===== src/hw/rtl/roel_pkg.sv =====
// Shared constants and control/status types for the ring-of-entries offset lookup.
package roel_pkg;

  localparam int SLOT_COUNT = 16;
  localparam int SIZE_BITS  = 16;

  localparam int SLOT_W   = $clog2(SLOT_COUNT);
  localparam int CNT_W    = $clog2(SLOT_COUNT + 1);
  localparam int HANDLE_W = 32;
  localparam int ESIZE_W  = 16;
  localparam int OFF_W    = 20;
  localparam int BOFF_W   = 16;
  localparam int HSLOT_W  = 4;

  localparam int HS_EXT_W = (SLOT_W > HSLOT_W) ? SLOT_W : HSLOT_W;
  localparam int SZ_EXT_W = (SIZE_BITS > ESIZE_W) ? SIZE_BITS : ESIZE_W;
  localparam int CMP_W    = (SIZE_BITS > OFF_W) ? SIZE_BITS : OFF_W;

  localparam logic ACT_ADD  = 1'b0;
  localparam logic ACT_FIND = 1'b1;

  typedef struct packed {
    logic add_write;
    logic find_start;
    logic walk_step;
    logic load_out;
  } cmd_t;

  typedef struct packed {
    logic walk_done;
  } sts_t;

endpackage


===== src/hw/rtl/roel_ctrl.sv =====
// Sequencer for add, find walk and result hand-off.
module roel_ctrl (
  input  logic          clk_i,
  input  logic          rst_ni,
  input  logic          in_valid_i,
  output logic          in_ready_o,
  input  logic          action_i,
  output logic          out_valid_o,
  input  logic          out_ready_i,
  output roel_pkg::cmd_t cmd_o,
  input  roel_pkg::sts_t sts_i
);
  import roel_pkg::*;

  typedef enum logic [2:0] {
    S_IDLE = 3'b001,
    S_WALK = 3'b010,
    S_FIN  = 3'b100
  } state_e;

  state_e state_q, state_d;
  logic   out_valid_q, out_valid_d;
  logic   in_xfer, out_free;

  assign in_ready_o  = (state_q == S_IDLE);
  assign in_xfer     = in_valid_i && in_ready_o;
  assign out_free    = !out_valid_q || out_ready_i;
  assign out_valid_o = out_valid_q;

  always_comb begin
    state_d = state_q;
    cmd_o   = '0;
    unique case (state_q)
      S_IDLE: begin
        if (in_xfer) begin
          if (action_i == ACT_FIND) begin
            cmd_o.find_start = 1'b1;
            state_d          = S_WALK;
          end else begin
            cmd_o.add_write = 1'b1;
            state_d         = S_FIN;
          end
        end
      end
      S_WALK: begin
        cmd_o.walk_step = 1'b1;
        if (sts_i.walk_done) begin
          state_d = S_FIN;
        end
      end
      S_FIN: begin
        if (out_free) begin
          cmd_o.load_out = 1'b1;
          state_d        = S_IDLE;
        end
      end
      default: begin
        state_d = S_IDLE;
      end
    endcase
  end

  always_comb begin
    out_valid_d = out_valid_q;
    if (cmd_o.load_out) begin
      out_valid_d = 1'b1;
    end else if (out_ready_i) begin
      out_valid_d = 1'b0;
    end
  end

  always_ff @(posedge clk_i or negedge rst_ni) begin
    if (!rst_ni) begin
      state_q     <= S_IDLE;
      out_valid_q <= 1'b0;
    end else begin
      state_q     <= state_d;
      out_valid_q <= out_valid_d;
    end
  end

  a_find_walks: assert property (@(posedge clk_i) disable iff (!rst_ni)
    (in_xfer && action_i == ACT_FIND) |=> state_q == S_WALK)
    else $error("find transfer did not start a walk");

  a_load_sets_valid: assert property (@(posedge clk_i) disable iff (!rst_ni)
    cmd_o.load_out |=> out_valid_q)
    else $error("result load did not raise out valid");

  a_no_overrun: assert property (@(posedge clk_i) disable iff (!rst_ni)
    (state_q == S_FIN && out_valid_q && !out_ready_i) |-> !cmd_o.load_out)
    else $error("result loaded over a pending one");

endmodule


===== src/hw/rtl/roel_dp.sv =====
// Ring storage, pointers, offset walk and result registers.
module roel_dp (
  input  logic                             clk_i,
  input  logic                             rst_ni,
  input  roel_pkg::cmd_t                   cmd_i,
  output roel_pkg::sts_t                   sts_o,
  input  logic [roel_pkg::HANDLE_W-1:0]    entry_handle_i,
  input  logic [roel_pkg::ESIZE_W-1:0]     entry_size_i,
  input  logic [roel_pkg::OFF_W-1:0]       char_offset_i,
  output logic                             found_o,
  output logic [roel_pkg::HANDLE_W-1:0]    hit_handle_o,
  output logic [roel_pkg::BOFF_W-1:0]      byte_offset_o,
  output logic [roel_pkg::HSLOT_W-1:0]     hit_slot_o
);
  import roel_pkg::*;

  logic [HANDLE_W-1:0]  handles_q [SLOT_COUNT];
  logic [SIZE_BITS-1:0] sizes_q   [SLOT_COUNT];

  logic [SLOT_W-1:0]    wr_q, rd_q, wr_nx, rd_nx;
  logic                 full_q;

  logic [SLOT_W-1:0]    ptr_q, ptr_d;
  logic [CNT_W-1:0]     left_q, left_d, stored_cnt;
  logic [OFF_W-1:0]     rem_q, rem_d;
  logic [HANDLE_W-1:0]  rd_handle_q;
  logic [SIZE_BITS-1:0] rd_size_q;

  logic                 hit_q, hit_d;
  logic [HANDLE_W-1:0]  hhandle_q, hhandle_d;
  logic [BOFF_W-1:0]    hoff_q, hoff_d;
  logic [SLOT_W-1:0]    hslot_q, hslot_d;

  logic [SZ_EXT_W-1:0]  size_ext;
  logic [CMP_W-1:0]     rem_cmp, size_cmp, rem_sub;
  logic [HS_EXT_W-1:0]  hslot_ext;
  logic                 walk_done, in_entry;

  function automatic logic [SLOT_W-1:0] next_slot(input logic [SLOT_W-1:0] s);
    logic [SLOT_W-1:0] r;
    if (s == SLOT_W'(SLOT_COUNT - 1)) begin
      r = '0;
    end else begin
      r = s + SLOT_W'(1);
    end
    return r;
  endfunction

  assign size_ext = SZ_EXT_W'(entry_size_i);
  assign wr_nx    = next_slot(wr_q);
  assign rd_nx    = full_q ? next_slot(rd_q) : rd_q;

  always_comb begin
    if (full_q) begin
      stored_cnt = CNT_W'(SLOT_COUNT);
    end else if (wr_q >= rd_q) begin
      stored_cnt = CNT_W'(wr_q) - CNT_W'(rd_q);
    end else begin
      stored_cnt = CNT_W'(wr_q) + CNT_W'(SLOT_COUNT) - CNT_W'(rd_q);
    end
  end

  // Ring pointers
  always_ff @(posedge clk_i or negedge rst_ni) begin
    if (!rst_ni) begin
      wr_q   <= '0;
      rd_q   <= '0;
      full_q <= 1'b0;
    end else if (cmd_i.add_write) begin
      wr_q   <= wr_nx;
      rd_q   <= rd_nx;
      full_q <= full_q || (wr_nx == rd_nx);
    end
  end

  // Entry storage; read data is registered at the next walk pointer
  always_ff @(posedge clk_i) begin
    if (cmd_i.add_write) begin
      handles_q[wr_q] <= entry_handle_i;
      sizes_q[wr_q]   <= size_ext[SIZE_BITS-1:0];
    end
    rd_handle_q <= handles_q[ptr_d];
    rd_size_q   <= sizes_q[ptr_d];
  end

  assign walk_done = hit_q || (left_q == '0);
  assign rem_cmp   = CMP_W'(rem_q);
  assign size_cmp  = CMP_W'(rd_size_q);
  assign in_entry  = rem_cmp < size_cmp;
  assign rem_sub   = rem_cmp - size_cmp;

  always_comb begin
    ptr_d     = ptr_q;
    left_d    = left_q;
    rem_d     = rem_q;
    hit_d     = hit_q;
    hhandle_d = hhandle_q;
    hoff_d    = hoff_q;
    hslot_d   = hslot_q;
    if (cmd_i.find_start || cmd_i.add_write) begin
      ptr_d     = rd_q;
      left_d    = cmd_i.find_start ? stored_cnt : '0;
      rem_d     = char_offset_i;
      hit_d     = 1'b0;
      hhandle_d = '0;
      hoff_d    = '0;
      hslot_d   = '0;
    end else if (cmd_i.walk_step && !walk_done) begin
      if (in_entry) begin
        hit_d     = 1'b1;
        hhandle_d = rd_handle_q;
        hoff_d    = rem_q[BOFF_W-1:0];
        hslot_d   = ptr_q;
      end else begin
        // zero-size entries fall through here
        rem_d  = rem_sub[OFF_W-1:0];
        ptr_d  = next_slot(ptr_q);
        left_d = left_q - CNT_W'(1);
      end
    end
  end

  always_ff @(posedge clk_i or negedge rst_ni) begin
    if (!rst_ni) begin
      ptr_q  <= '0;
      left_q <= '0;
      hit_q  <= 1'b0;
    end else begin
      ptr_q  <= ptr_d;
      left_q <= left_d;
      hit_q  <= hit_d;
    end
  end

  always_ff @(posedge clk_i) begin
    rem_q     <= rem_d;
    hhandle_q <= hhandle_d;
    hoff_q    <= hoff_d;
    hslot_q   <= hslot_d;
  end

  assign hslot_ext = HS_EXT_W'(hslot_q);

  // Output register
  always_ff @(posedge clk_i or negedge rst_ni) begin
    if (!rst_ni) begin
      found_o <= 1'b0;
    end else if (cmd_i.load_out) begin
      found_o <= hit_q;
    end
  end

  always_ff @(posedge clk_i) begin
    if (cmd_i.load_out) begin
      hit_handle_o  <= hhandle_q;
      byte_offset_o <= hoff_q;
      hit_slot_o    <= hslot_ext[HSLOT_W-1:0];
    end
  end

  assign sts_o.walk_done = walk_done;

  a_full_ptrs: assert property (@(posedge clk_i) disable iff (!rst_ni)
    full_q |-> (wr_q == rd_q))
    else $error("full ring with unequal pointers");

  a_left_bound: assert property (@(posedge clk_i) disable iff (!rst_ni)
    left_q <= CNT_W'(SLOT_COUNT))
    else $error("walk count exceeds ring depth");

  a_hit_frozen: assert property (@(posedge clk_i) disable iff (!rst_ni)
    (hit_q && cmd_i.walk_step) |=> (hit_q && $stable(hslot_q)))
    else $error("hit result changed during walk");

endmodule


===== src/hw/rtl/ring_of_entries_offset_lookup.sv =====
// Top level: ring of entries with offset lookup, overwriting the oldest entry.
//
// An add goes from its input transfer to S_FIN, where its result is loaded into the output
// register once that register is free. A find walks the stored entries, oldest first, in
// S_WALK, up to the first hit or through all of them (at most SLOT_COUNT, 16 here); its
// result then waits in S_FIN likewise. The walk reads one ring slot per cycle through a
// single registered storage read port. One item is in flight at a time. A finished result
// sits in the output register, and in_ready rises in the same cycle that the result is
// loaded there. A result still held by the receiver stalls the next item only at its own
// hand-off, not at its input transfer. Every item, add or find, produces exactly one
// result; adds return all zeros.
module ring_of_entries_offset_lookup (
  input  logic                          clk_i,
  input  logic                          rst_ni,
  input  logic                          in_valid_i,
  output logic                          in_ready_o,
  input  logic                          action_i,
  input  logic [roel_pkg::HANDLE_W-1:0] entry_handle_i,
  input  logic [roel_pkg::ESIZE_W-1:0]  entry_size_i,
  input  logic [roel_pkg::OFF_W-1:0]    char_offset_i,
  output logic                          out_valid_o,
  input  logic                          out_ready_i,
  output logic                          found_o,
  output logic [roel_pkg::HANDLE_W-1:0] hit_handle_o,
  output logic [roel_pkg::BOFF_W-1:0]   byte_offset_o,
  output logic [roel_pkg::HSLOT_W-1:0]  hit_slot_o
);
  import roel_pkg::*;

  cmd_t cmd;
  sts_t sts;

  roel_ctrl u_ctrl (
    .clk_i       (clk_i),
    .rst_ni      (rst_ni),
    .in_valid_i  (in_valid_i),
    .in_ready_o  (in_ready_o),
    .action_i    (action_i),
    .out_valid_o (out_valid_o),
    .out_ready_i (out_ready_i),
    .cmd_o       (cmd),
    .sts_i       (sts)
  );

  roel_dp u_dp (
    .clk_i          (clk_i),
    .rst_ni         (rst_ni),
    .cmd_i          (cmd),
    .sts_o          (sts),
    .entry_handle_i (entry_handle_i),
    .entry_size_i   (entry_size_i),
    .char_offset_i  (char_offset_i),
    .found_o        (found_o),
    .hit_handle_o   (hit_handle_o),
    .byte_offset_o  (byte_offset_o),
    .hit_slot_o     (hit_slot_o)
  );

endmodule


===== config.mk =====
export PLATFORM = sky130hd
export DESIGN_NAME = ring_of_entries_offset_lookup
export DESIGN_NICKNAME = d
export VERILOG_FILES = /design/src/hw/rtl/roel_pkg.sv /design/src/hw/rtl/roel_ctrl.sv /design/src/hw/rtl/roel_dp.sv /design/src/hw/rtl/ring_of_entries_offset_lookup.sv
export SDC_FILE = /design/constraint.sdc
export NUM_CORES = 1
export LEC_CHECK = 0
export BUFFER_PORTS_ARGS = -buffer_cell sky130_fd_sc_hd__buf_2
export CAP_MARGIN = 20
export CELL_PAD_IN_SITES_DETAIL_PLACEMENT = 0
export CELL_PAD_IN_SITES_GLOBAL_PLACEMENT = 1
export CORE_ASPECT_RATIO = 1.75
export CORE_UTILIZATION = 40
export DETAILED_ROUTE_END_ITERATION = 10
export PLACE_DENSITY_LB_ADDON = 0.15
export SETUP_SLACK_MARGIN = 0.15
export SLEW_MARGIN = 20
export SYNTH_ARGS = -nofsm -noshare
export SYNTH_HDL_FRONTEND = slang
export SYNTH_HIERARCHICAL = 1
export SYNTH_SLANG_ARGS = --single-unit

===== constraint.sdc =====
create_clock -name clk_i -period 6.6 [get_ports clk_i]
set_input_delay 0.66 -clock clk_i [delete_from_list [all_inputs] [get_ports clk_i]]
set_output_delay 0.66 -clock clk_i [all_outputs]
set_load 0.005 [all_outputs]

======== Yosys cells after proc, flatten, opt, wreduce, memory -nomap -nowiden ========
Memories as Yosys holds them, arrays and structs flattened. A register that Yosys moved wholly into a read port is not among the register bits.
Cells that the tools add are included.
storage, ports and cells
  register bits after elaboration ......... 148
  word-level logic and storage cells ...... 90
  bits in writable memories ............... 768
  output and inout port bits .............. 55
  bits of input ports ..................... 73
  memories kept ........................... 2
cells by class
  equality and inequality tests ........... 11
  muxes and demuxes ....................... 35
  $add $sub $neg .......................... 8
  $lt $le $gt $ge ......................... 2
  reductions and logical operators ........ 16
memory list
  memory          depth  bits a word  rd ports  clocked after Yosys merged registers in  write ports  RTL line       RTL
  u_dp.handles_q  16     32           1         1                                        1            roel_dp.sv:17  logic [HANDLE_W-1:0] handles_q [SLOT_COUNT];
  u_dp.sizes_q    16     16           1         1                                        1            roel_dp.sv:18  logic [SIZE_BITS-1:0] sizes_q [SLOT_COUNT];
operators with widths
  operator             count
  $mux 20              3
  $mux 5               6
  $mux 4               7
  $lt 20x16->1         1
  $sub 20x16->20       1
  $add 4x1->4 const B  3
  $eq 4x4->1 const B   3
  $mux 1               12
  $mux 3               4
  $pmux 3 s3           1
  $reduce_and 2->1     3
  $reduce_bool 2->1    3
  $add 4x5->5 const B  1
  $logic_not 5->1      1
  $sub 4x4->5          1
  $sub 5x1->5 const B  1
  $sub 5x4->5          1
  $eq 4x4->1           1
  $ge 4x4->1           1
  $logic_or 1x1->1     4
  $mux 2               2
  $ne 2x1->1 const B   2
  $ne 2x2->1 const B   2
  $eq 3x1->1 const B   1
  5 further kinds      7

======== Longest topological paths before layout ========
Gate-level depths: netlist of the first run.
  depth in word-level cells ............... 7
  depth in mapped cells ................... 17
  depth with buffers taken out ............ 13

======== By module ========
The synthesis of the first run kept the hierarchy.
modules (own cells, without submodules)
  module     sequential area each (um^2)  cells an instance  area an instance (um^2)  times used
  roel_dp    27,726.6                     2,240              37,000.5                 1
  roel_ctrl  101.3                        26                 242.7                    1

======== Worst setup path before layout of the first run ========
No wires, ideal clock.
  kind .................................... flip-flop to flip-flop
  start ................................... register u_ctrl.state_q[0]
  end ..................................... memory u_dp.handles_q[1][0] (enable)
  path slack .............................. 1.254 ns
  setup time .............................. 0.513 ns
  arrival ................................. 4.833 ns
  buffers on the path ..................... 1
  stages on the path, launching flop included .. 7
  cell sequence ........................... dfstp_2 > nor3b_4 > nand2_1 > nor2_1 > clkbuf_1 > nand2_1 > nor3_1
RTL lines
  element                   RTL line         RTL
  start: declaration        roel_ctrl.sv:21  state_e state_q, state_d;
  start signal: assignment  roel_ctrl.sv:77  state_q <= state_d;
  end: declaration          roel_dp.sv:17

======== Final worst setup path of the first run ========
  start ................................... register u_dp.rem_q[0], in the netlist u_dp/rem_cmp[0]
  end ..................................... register u_dp.rd_size_q[14] (read register of u_dp.sizes_q)
on the way
  longest elaborated chain between the ends .. 4
ends and longest elaborated chain
  element                   RTL line        RTL
  start: declaration        roel_dp.sv:25   logic [OFF_W-1:0] rem_q, rem_d;
  start signal: assignment  roel_dp.sv:136  rem_q <= rem_d;
  $lt 20x16->1              roel_dp.sv:89   assign in_entry = rem_cmp < size_cmp;
  $mux 4                    roel_dp.sv:109  if (in_entry) begin
  $mux 4                    roel_dp.sv:108  end else if (cmd_i.walk_step && !walk_done) begin
  $mux 4                    roel_dp.sv:100  if (cmd_i.find_start || cmd_i.add_write) begin
  end: declaration          roel_dp.sv:27   logic [SIZE_BITS-1:0] rd_size_q;
Every way passes these cells.
A chain may end at the register's enable or synchronous reset.

==> metrics.md, run 1 <==
| Metric | Value |
|---|---|
| Final Max Slew Viols | `0` |
| Buf/Inv on CP | `3` |
| Commonest cells in the netlist | `edfxtp_1, mux2i_1, nand2_1` |
| Final HPWL DP | `51.6 mm` |
| Total GRT Usage | `0.204` |
| Cell with the largest stage delay on the worst path | `inv_4` |
| Area leader, netlist | `edfxtp_1` |
| Die area | `94,400 um^2` |
| Vias in the first global route | `20,900` |
| Leakage | `14.0 nW` |
| Worst-path clk slew | `0.07 ns` |
| Remaining Overflow, GRT | `0` |
| Core area | `92,000 um^2` |
| FP Rows | `147` |
| N_diodes | `0` |
| IO Pins | `128` |
| Switching power total | `6.12 mW` |
| CTS Sinks | `964` |
| Final net count | `2,512` |
| Clk_lat worst skew | `0.68 ns` |
| Tmin final | `4.70 ns` |
| Hold_ws | `0.189 ns` |
| Resize count post-CTS | `0` |
| Drt wl/cell | `25.8 um` |
| Number of synthesized flops with an enable pin | `840` |
| Max incr delay on CP | `0.65 ns` |
| Synthesized area | `37,200 um^2` |
| Distinct cells, synth | `68` |
| Switching share of power | `0.328` |
| Hold crit path type | `input pin to register` |
| Setup crit start kind | `register` |
| Sequential power share | `0.401` |
| P&R area growth vs syn | `13.8%` |
| Most common cell in the netlist | `edfxtp_1` |
| RSZ-0062 raised after global routing | `false` |
| Worst setup EP type | `register` |
| Worst-path cell chain | `inv_1, ha_1, fa_1, nor2b_1, o31ai_1, a211oi_2, nor4_4, o211ai_1, and3_1, inv_4, buf_4, a211oi_1, a2111oi_0, or4_1` |
| Cells after synthesis | `2,266` |
| Top-area cell type share of the netlist area | `0.677` |
| Delay-heaviest family, CP | `buffers and inverters` |
| Peak supply drop | `604 uV` |
| Port bufs | `127` |
| Synth Register Bits | `964` |
| Setup Skew | `0.0234 ns` |
| Final setup TNS | `0 ns` |
| Final period util | `0.712` |
| Largest net degree at the start of global routing | `156` |
| Max Freq | `213 MHz` |
| Main flop type after synthesis | `edfxtp_1` |
| DR vias | `20,200` |
| Longest Clk Path Bufs | `3` |
| Max-capacitance violation count | `0` |
| Initial core utilization | `0.405` |
| Clock root buffer master | `clkbuf_16` |
| H-tree levels | `3` |
| Die outline width | `233 um` |
| Layout cells sized above 1 | `0.151` |
| CP Data Arrival Time | `5.30 ns` |
| Final GP Congestion | `0.751` |
| Worst endpoint required time | `7.20 ns` |
| Pwr per Cell Area | `441 nW/um^2` |
| CTS tree | `yes` |
| Comb power frac | `0.307` |
| Mapped Nets | `2,368` |
| Global-route wire length before repair | `139 mm` |
| Async SR Flop Fraction | `0.0249` |
| Initial antenna violation count | `10` |
| Filler cell count | `8,015` |
| Worst Max-Slew Pin Slew | `1.07 ns` |
| Setup violations, final | `0` |
| Status | `complete, no violations` |
| Clk pwr share | `0.292` |
| DRC Markers | `0` |
| Final hold viol count | `0` |
| Sequential area share after synthesis | `0.747` |
| Die height | `406 um` |
| Slew headroom | `0.288` |
| Syn_area_per_cell | `16.4 um^2` |
| Wirelength, routed | `94.9 mm` |
| DRT antenna net count | `0` |
| Largest fanout on the critical path | `63` |
| Setup CP Type | `register to register` |
| TritonCTS Buffers | `90` |
| Yosys warnings | `6` |
| Vias per cell | `5.50` |
| Initial DRC Count | `1,314` |
| Top post-synthesis cells by area | `edfxtp_1, mux2i_1, dfxtp_1` |
| Pint | `12.6 mW` |
| Drt first pass iters | `5` |
==> state kept, by name, indices dropped and copies added, names as in the netlist, 5 cells and up <==
| signal | flops |
|---|---|
| u_dp/hoff_q | 16 |
| u_dp/rem_cmp | 20 |
| u_dp/hit_handle_o | 32 |
| u_dp/sizes_q | 256 |
| u_dp/rd_size_q | 16 |
| u_dp/handles_q | 512 |
| u_dp/hhandle_q | 32 |
| u_dp/rd_handle_q | 32 |
| u_dp/byte_offset_o | 16 |
| u_dp/left_q | 5 |
==> per-layer routing <==
metal | track usage | share of wire
met1 | 0.247 | 0.40
met2 | 0.368 | 0.53
met3 | 0.0296 | 0.046
met4 | 0.0642 | 0.025
met5 | 0 | 0.0011
==> placed cells by master (no fill, tap or decap), drive strengths merged, types with 4 or more instances in the layout <==
cell,instances
edfxtp,840
mux2i,334
nand2,198
buf,178
a21oi,126
clkbuf,120
dfxtp,100
a22oi,95
o211a,48
a221oi,47
o221ai,47
inv,46
o21ai,33
nor2,32
clkinv,29
ha,27
dfrtp,23
xnor2,16
bufinv,13
nor3,13
a21o,12
nand3,7
xor2,7
and2,6
o31ai,6
a31oi,5
a21boi,5
nand2b,5
or4,5
a211oi,5
nor2b,4
a2111oi,4
o211ai,4
==> path summary, 6_finish.rpt <==
check	startpoint	to	slack, ns	cells past startpoint
worst max-delay path	u_dp/rem_cmp[0]$_DFFE_PP_	u_dp/rd_size_q[14]$_DFF_P_	1.90	14
min in group asynchronous	rst_ni	u_dp/left_q[4]$_DFFE_PN0P_	0.53	2
worst min-delay path	out_ready_i	u_ctrl/out_valid_o$_DFFE_PN0P_	0.19	2
worst min register to register	u_dp/hslot_ext[2]$_SDFFE_PN0P_	u_dp/hit_slot_o[2]$_DFFE_PP_	0.43	0
max in group asynchronous	rst_ni	u_dp/ptr_q[0]$_DFF_PN0_	5.66	2
worst max register to register	u_dp/rem_cmp[0]$_DFFE_PP_	u_dp/rd_size_q[14]$_DFF_P_	1.90	14
==> cell type report <==
| type | instances | area, um^2 | area share |
|---|---|---|---|
| repair buffers | 179 | 1050 | 0.0249 |
| clock inverters | 50 | 641 | 0.0151 |
| inverters | 41 | 173 | 0.00407 |
| flip-flops and latches | 964 | 27800 | 0.657 |
| well taps | 1192 | 1490 | 0.0352 |
| clock buffers | 120 | 2500 | 0.0589 |
| multi-input cells | 1134 | 8700 | 0.205 |
==> repair_timing <==
| item | in CTS | in global routing |
|---|---|---|
| setup endpoints to repair | 0 | 0 |
| hold buffers | 1 | 0 |
| hold endpoints to repair | 23 | 0 |
| setup buffers | 0 | 0 |
==> through the flow <==
stage          cell area, um^2  setup slack, ns  power [mW]  instances  utilization
6_report                 42400             1.90        18.7       3680        0.461
3_3_place_gp             39200             2.00        13.3       3509        0.427
4_1_cts                  42400             1.87        18.9       3680        0.461
2_1_floorplan            37200             1.25        11.7       2266            -
5_1_grt                  42400             1.57        19.6       3680        0.461
3_5_place_dp             39200             1.89        13.4       3509        0.427
==> worst reg2reg max path: cells and delay by family (launching register included) <==
kind,cells,cell delay [ns]
AO/OA/AOI/OAI,5,1.27
flip-flops,1,0.40
AND/OR/NAND/NOR,4,1.19
buffers and inverters,3,1.38
adder cells (fa/ha/maj),2,0.40
==> cell families after synthesis <==
group,synth area share
xor+xnor,0.00541
flops,0.747
buf+inv,0.0240
mux,0.0904
compound gates,0.0889
fa+ha+maj,0.0101
simple gates,0.0340
==> power by group through the flow <==
| stage | Combinational (mW) | Clock, mW | Sequential, mW |
|---|---|---|---|
| 3_5_place_dp | 5.78 | 0 | 7.63 |
| 2_1_floorplan | 4.25 | 0 | 7.47 |
| 6_report | 5.74 | 5.47 | 7.49 |
| 4_1_cts | 5.81 | 5.60 | 7.50 |
| 3_3_place_gp | 5.70 | 0 | 7.62 |
| 5_1_grt | 6.22 | 5.81 | 7.54 |
No activity file was read; power rests on OpenSTA's default activity.
==> run 2, diff against run 1 <==
ABC_AREA = 1   (was unset)
clock period = 4 ns   (was 6.6 ns; I/O delays follow)
==> run 2 against run 1 <==
Effect of this change: worst hold slack lost 0.11 ns; highest routed layer unchanged; sequential share of layout area fell by 6.9 points; die area increased by 11%.
==> metrics.md, run 2 <==
| Metric | Value |
|---|---|
| Final hold viol count | `0 (unchanged)` |
| Longest Clk Path Bufs | `3 (unchanged)` |
| Util after Layout | `0.460 (was 0.461)` |
| Layout cells sized above 1 | `0.0937 (was 0.151)` |
| Top post-synthesis cells by area | `edfxtp_1, nand3_1, inv_1 (was edfxtp_1, mux2i_1, dfxtp_1)` |
| Die outline width | `246 um (was 233 um)` |
| Buf/Inv on CP | `3 (unchanged)` |
| IO Pins | `128 (unchanged)` |
| Max incr delay on CP | `0.45 ns (was 0.65 ns)` |
| Leakage | `19.9 nW (was 14.0 nW)` |
| Drt first pass iters | `8 (was 5)` |
| Main combinational cell family by area after synthesis | `simple AND/OR/NAND/NOR gates (was multiplexers)` |
| Max-capacitance violation count | `0 (unchanged)` |
| Most frequent cells in the layout | `nand3_1, inv_1, edfxtp_1 (was edfxtp_1, mux2i_1, nand2_1)` |
| Remaining Overflow, GRT | `0 (unchanged)` |
| Worst setup EP type | `register (unchanged)` |
| Hold crit path type | `input pin to register (unchanged)` |
| Initial core utilization | `0.403 (was 0.405)` |
| Die area | `105,000 um^2 (was 94,400 um^2)` |
| Delay-heaviest family, CP | `simple AND/OR/NAND/NOR gates (was buffers and inverters)` |
| Distinct cells, synth | `40 (was 68)` |
| Max reg flops | `512 (unchanged)` |
| Synth Register Bits | `964 (unchanged)` |
| Area leader, netlist | `edfxtp_1 (unchanged)` |
| Cell with the largest stage delay on the worst path | `buf_4 (was inv_4)` |
| Xor/xnor cell area share of the yosys netlist | `0.00464 (was 0.00541)` |
| Mux share of post-synthesis cell area | `0 (was 0.0904)` |
| Most common cell in the netlist | `nand3_1 (was edfxtp_1)` |
| Mapped Nets | `4,112 (was 2,368)` |
| RSZ-0062 raised after global routing | `false (unchanged)` |
| Worst-path clk slew | `0.07 ns (about the same)` |
| Commonest non-fill, non-tap cell in the layout | `nand3_1 (was edfxtp_1)` |
| Commonest cells in the netlist | `nand3_1, inv_1, edfxtp_1 (was edfxtp_1, mux2i_1, nand2_1)` |
| Die height | `428 um (was 406 um)` |
| TritonCTS Buffers | `89 (was 90)` |
| Most used cell, CP | `nand3_1` |
| Clock root buffer master | `clkbuf_16 (unchanged)` |
| Worst-path cell chain | `inv_1, ha_1, fa_1, o21ai_2, nand3_1, nand3_2, nand2_4, inv_2, nand3_1, nand2_1, nand2_1, o21ai_4, buf_4, nand3_1, nand3_1, nand2_1 (was inv_1, ha_1, fa_1, nor2b_1, o31ai_1, a211oi_2, nor4_4, o211ai_1, and3_1, inv_4, buf_4, a211oi_1, a2111oi_0, or4_1)` |
| Final HPWL DP | `59.2 mm (was 51.6 mm)` |
| Number of synthesized flops with an enable pin | `840 (unchanged)` |
| Tmin final | `3.46 ns (was 4.70 ns)` |
| CP Data Arrival Time | `4.02 ns (was 5.30 ns)` |
| Initial DRC Count | `1,868 (was 1,314)` |
| Post-Layout Cell Count | `5,538 (was 3,680)` |
| Vias in the first global route | `27,300 (was 20,900)` |
| Biggest register | `u_dp/handles_q (unchanged)` |
| Peak supply drop | `525 uV (was 604 uV)` |
| H-tree levels | `3 (unchanged)` |
| Setup CP Type | `register to register (unchanged)` |
| Synth Area in Adders | `0.00910 (was 0.0101)` |
| Cells after synthesis | `4,010 (was 2,266)` |
| Vias per cell | `5.02 (was 5.50)` |
| Syn_area_per_cell | `10.4 um^2 (was 16.4 um^2)` |
| CTS Sinks | `964 (unchanged)` |
| Port bufs | `127 (unchanged)` |
| Final GP Congestion | `0.777 (was 0.751)` |
| Status | `complete, no violations (unchanged)` |
| DRT antenna net count | `0 (unchanged)` |
| Post-CTS Setup Inserts | `0 (unchanged)` |
| Worst endpoint required time | `4.56 ns (was 7.20 ns)` |
| Cells after DPL | `5,350 (was 3,509)` |
| FP Rows | `156 (was 147)` |
| Final period util | `0.866 (was 0.712)` |
| Max Freq | `289 MHz (was 213 MHz)` |
| Setup violations, final | `0 (unchanged)` |
| CTS tree | `yes (unchanged)` |
| Global-route wire length before repair | `172 mm (was 139 mm)` |
| Pwr per Cell Area | `717 nW/um^2 (was 441 nW/um^2)` |
| Clk_lat worst skew | `0.70 ns (was 0.68 ns)` |
| Final Max Slew Viols | `0 (unchanged)` |
| Largest fanout on the critical path | `20 (was 63)` |
| Final setup TNS | `0 ns (unchanged)` |
| Initial antenna violation count | `8 (was 10)` |
| Largest net degree at the start of global routing | `131 (was 156)` |
| Simple-Gate Fraction of Synth Area | `0.183 (was 0.0340)` |
| Sequential area share after synthesis | `0.670 (was 0.747)` |
| Worst Max-Slew Pin Slew | `1.00 ns (was 1.07 ns)` |
| Core area | `103,000 um^2 (was 92,000 um^2)` |
| Top-area cell type share of the netlist area | `0.608 (was 0.677)` |
| DRC Markers | `0 (unchanged)` |
| Setup crit start kind | `register (unchanged)` |
| Synth Area in Compound Gates | `0.0257 (was 0.0889)` |
| Total GRT Usage | `0.220 (was 0.204)` |
| Wirelength, routed | `114 mm (was 94.9 mm)` |
| Final net count | `4,221 (was 2,512)` |
| Async SR Flop Fraction | `0.0249 (unchanged)` |
| Synthesized area | `41,500 um^2 (was 37,200 um^2)` |
| Flop-to-flop setup slack | `0.54 ns (was 1.90 ns)` |
| Largest regs | `u_dp/handles_q: 512 flops, u_dp/sizes_q: 256 flops (unchanged)` |
| DR vias | `27,800 (was 20,200)` |
| Yosys warnings | `6 (unchanged)` |
| Tot Pwr | `34.0 mW (was 18.7 mW)` |
| Main flop type after synthesis | `edfxtp_1 (unchanged)` |
| Setup Skew | `0.0292 ns (was 0.0234 ns)` |
| P&R area growth vs syn | `14.2% (was 13.8%)` |
| Slew headroom | `0.330 (was 0.288)` |
| Drt wl/cell | `20.7 um (was 25.8 um)` |
-- run 2: cell count changes after synthesis, sizes merged, moves of 78 or more --
cell,change
a22oi,-94
mux2i,-334
nand2,+488
nand3,+934
o21ai,+78
inv,+851
-- run 2: timing repair --
| item | 4_1_cts | 5_1_grt |
|---|---|---|
| endpoints found under the setup margin | 0 | 0 |
| hold endpoints to repair | 42 | 0 |
| gates resized for setup | 0 | 0 |
| hold buffers | 21 | 0 |
-- run 2: worst paths after layout --
path | startpoint | to | cells past startpoint
min in group asynchronous | rst_ni | u_dp/ptr_q[3]$_DFF_PN0_ | 2
worst min register to register | u_dp/hoff_q[3]$_SDFFE_PN0P_ | u_dp/byte_offset_o[3]$_DFFE_PP_ | 0
worst min-delay path | entry_handle_i[6] | u_dp/handles_q[1][6]$_DFFE_PP_ | 1
worst max-delay path | u_dp/rem_cmp[0]$_DFFE_PP_ | u_dp/rd_handle_q[19]$_DFF_P_ | 16
max in group asynchronous | rst_ni | u_dp/wr_q[0]$_DFFE_PN0P_ | 2
worst max register to register | u_dp/rem_cmp[0]$_DFFE_PP_ | u_dp/rd_handle_q[19]$_DFF_P_ | 16
-- run 2: cell families (layout without fill, tap and decap cells) --
family                   after synthesis  after routing
adder cells (fa/ha/maj)               29             29
other                                  0              1
AO/OA/AOI/OAI                        201            201
XOR/XNOR                              22             22
flip-flops                           964            964
AND/OR/NAND/NOR                     1692           1692
buffers and inverters               1102           1286
-- run 2: report_power, final --
group / total [mW] / switching (mW) / leakage [nW] / internal (mW)
registers: 12.3 / 0.379 / 8.69 / 11.9
logic: 12.8 / 8.81 / 9.68 / 3.95
clock network: 8.93 / 3.84 / 1.50 / 5.09
total: 34.0 / 13.0 / 19.9 / 20.9
-- run 2: metal layers --
layer | up-vias | GRT usage | part of all wire
li1 | 13300 | - | -
met1 | 13600 | 0.279 | 0.42
met2 | 651 | 0.386 | 0.51
met3 | 184 | 0.0304 | 0.046
met4 | 10 | 0.0683 | 0.025
met5 | - | 0 | 0.00060
-- run 2: area by class of cell --
type                            count  area [um^2]
Fill cell                        9656        55700
Sequential cell                   964        27800
Multi-Input combinational cell   1944         9470
Inverter                          894         3360
Clock buffer                      126         2570
Timing Repair Buffer              226         2010
Tap cell                         1343         1680
Clock inverter                     40          480
Antenna cell                        1         2.50
-- run 2: per-stage QoR --
| stage | setup WS [ns] | hold WS, ns | area [um^2] |
|---|---|---|---|
| 6_report | 0.537 | 0.0817 | 47400 |
| 5_1_grt | 0.255 | 0.0641 | 47400 |
| 4_1_cts | 0.494 | 0.0223 | 47400 |
| 3_5_place_dp | 0.496 | 0.413 | 44100 |
| 3_3_place_gp | 0.507 | 0.412 | 44100 |
| 2_1_floorplan | 0.148 | 0.104 | 41500 |
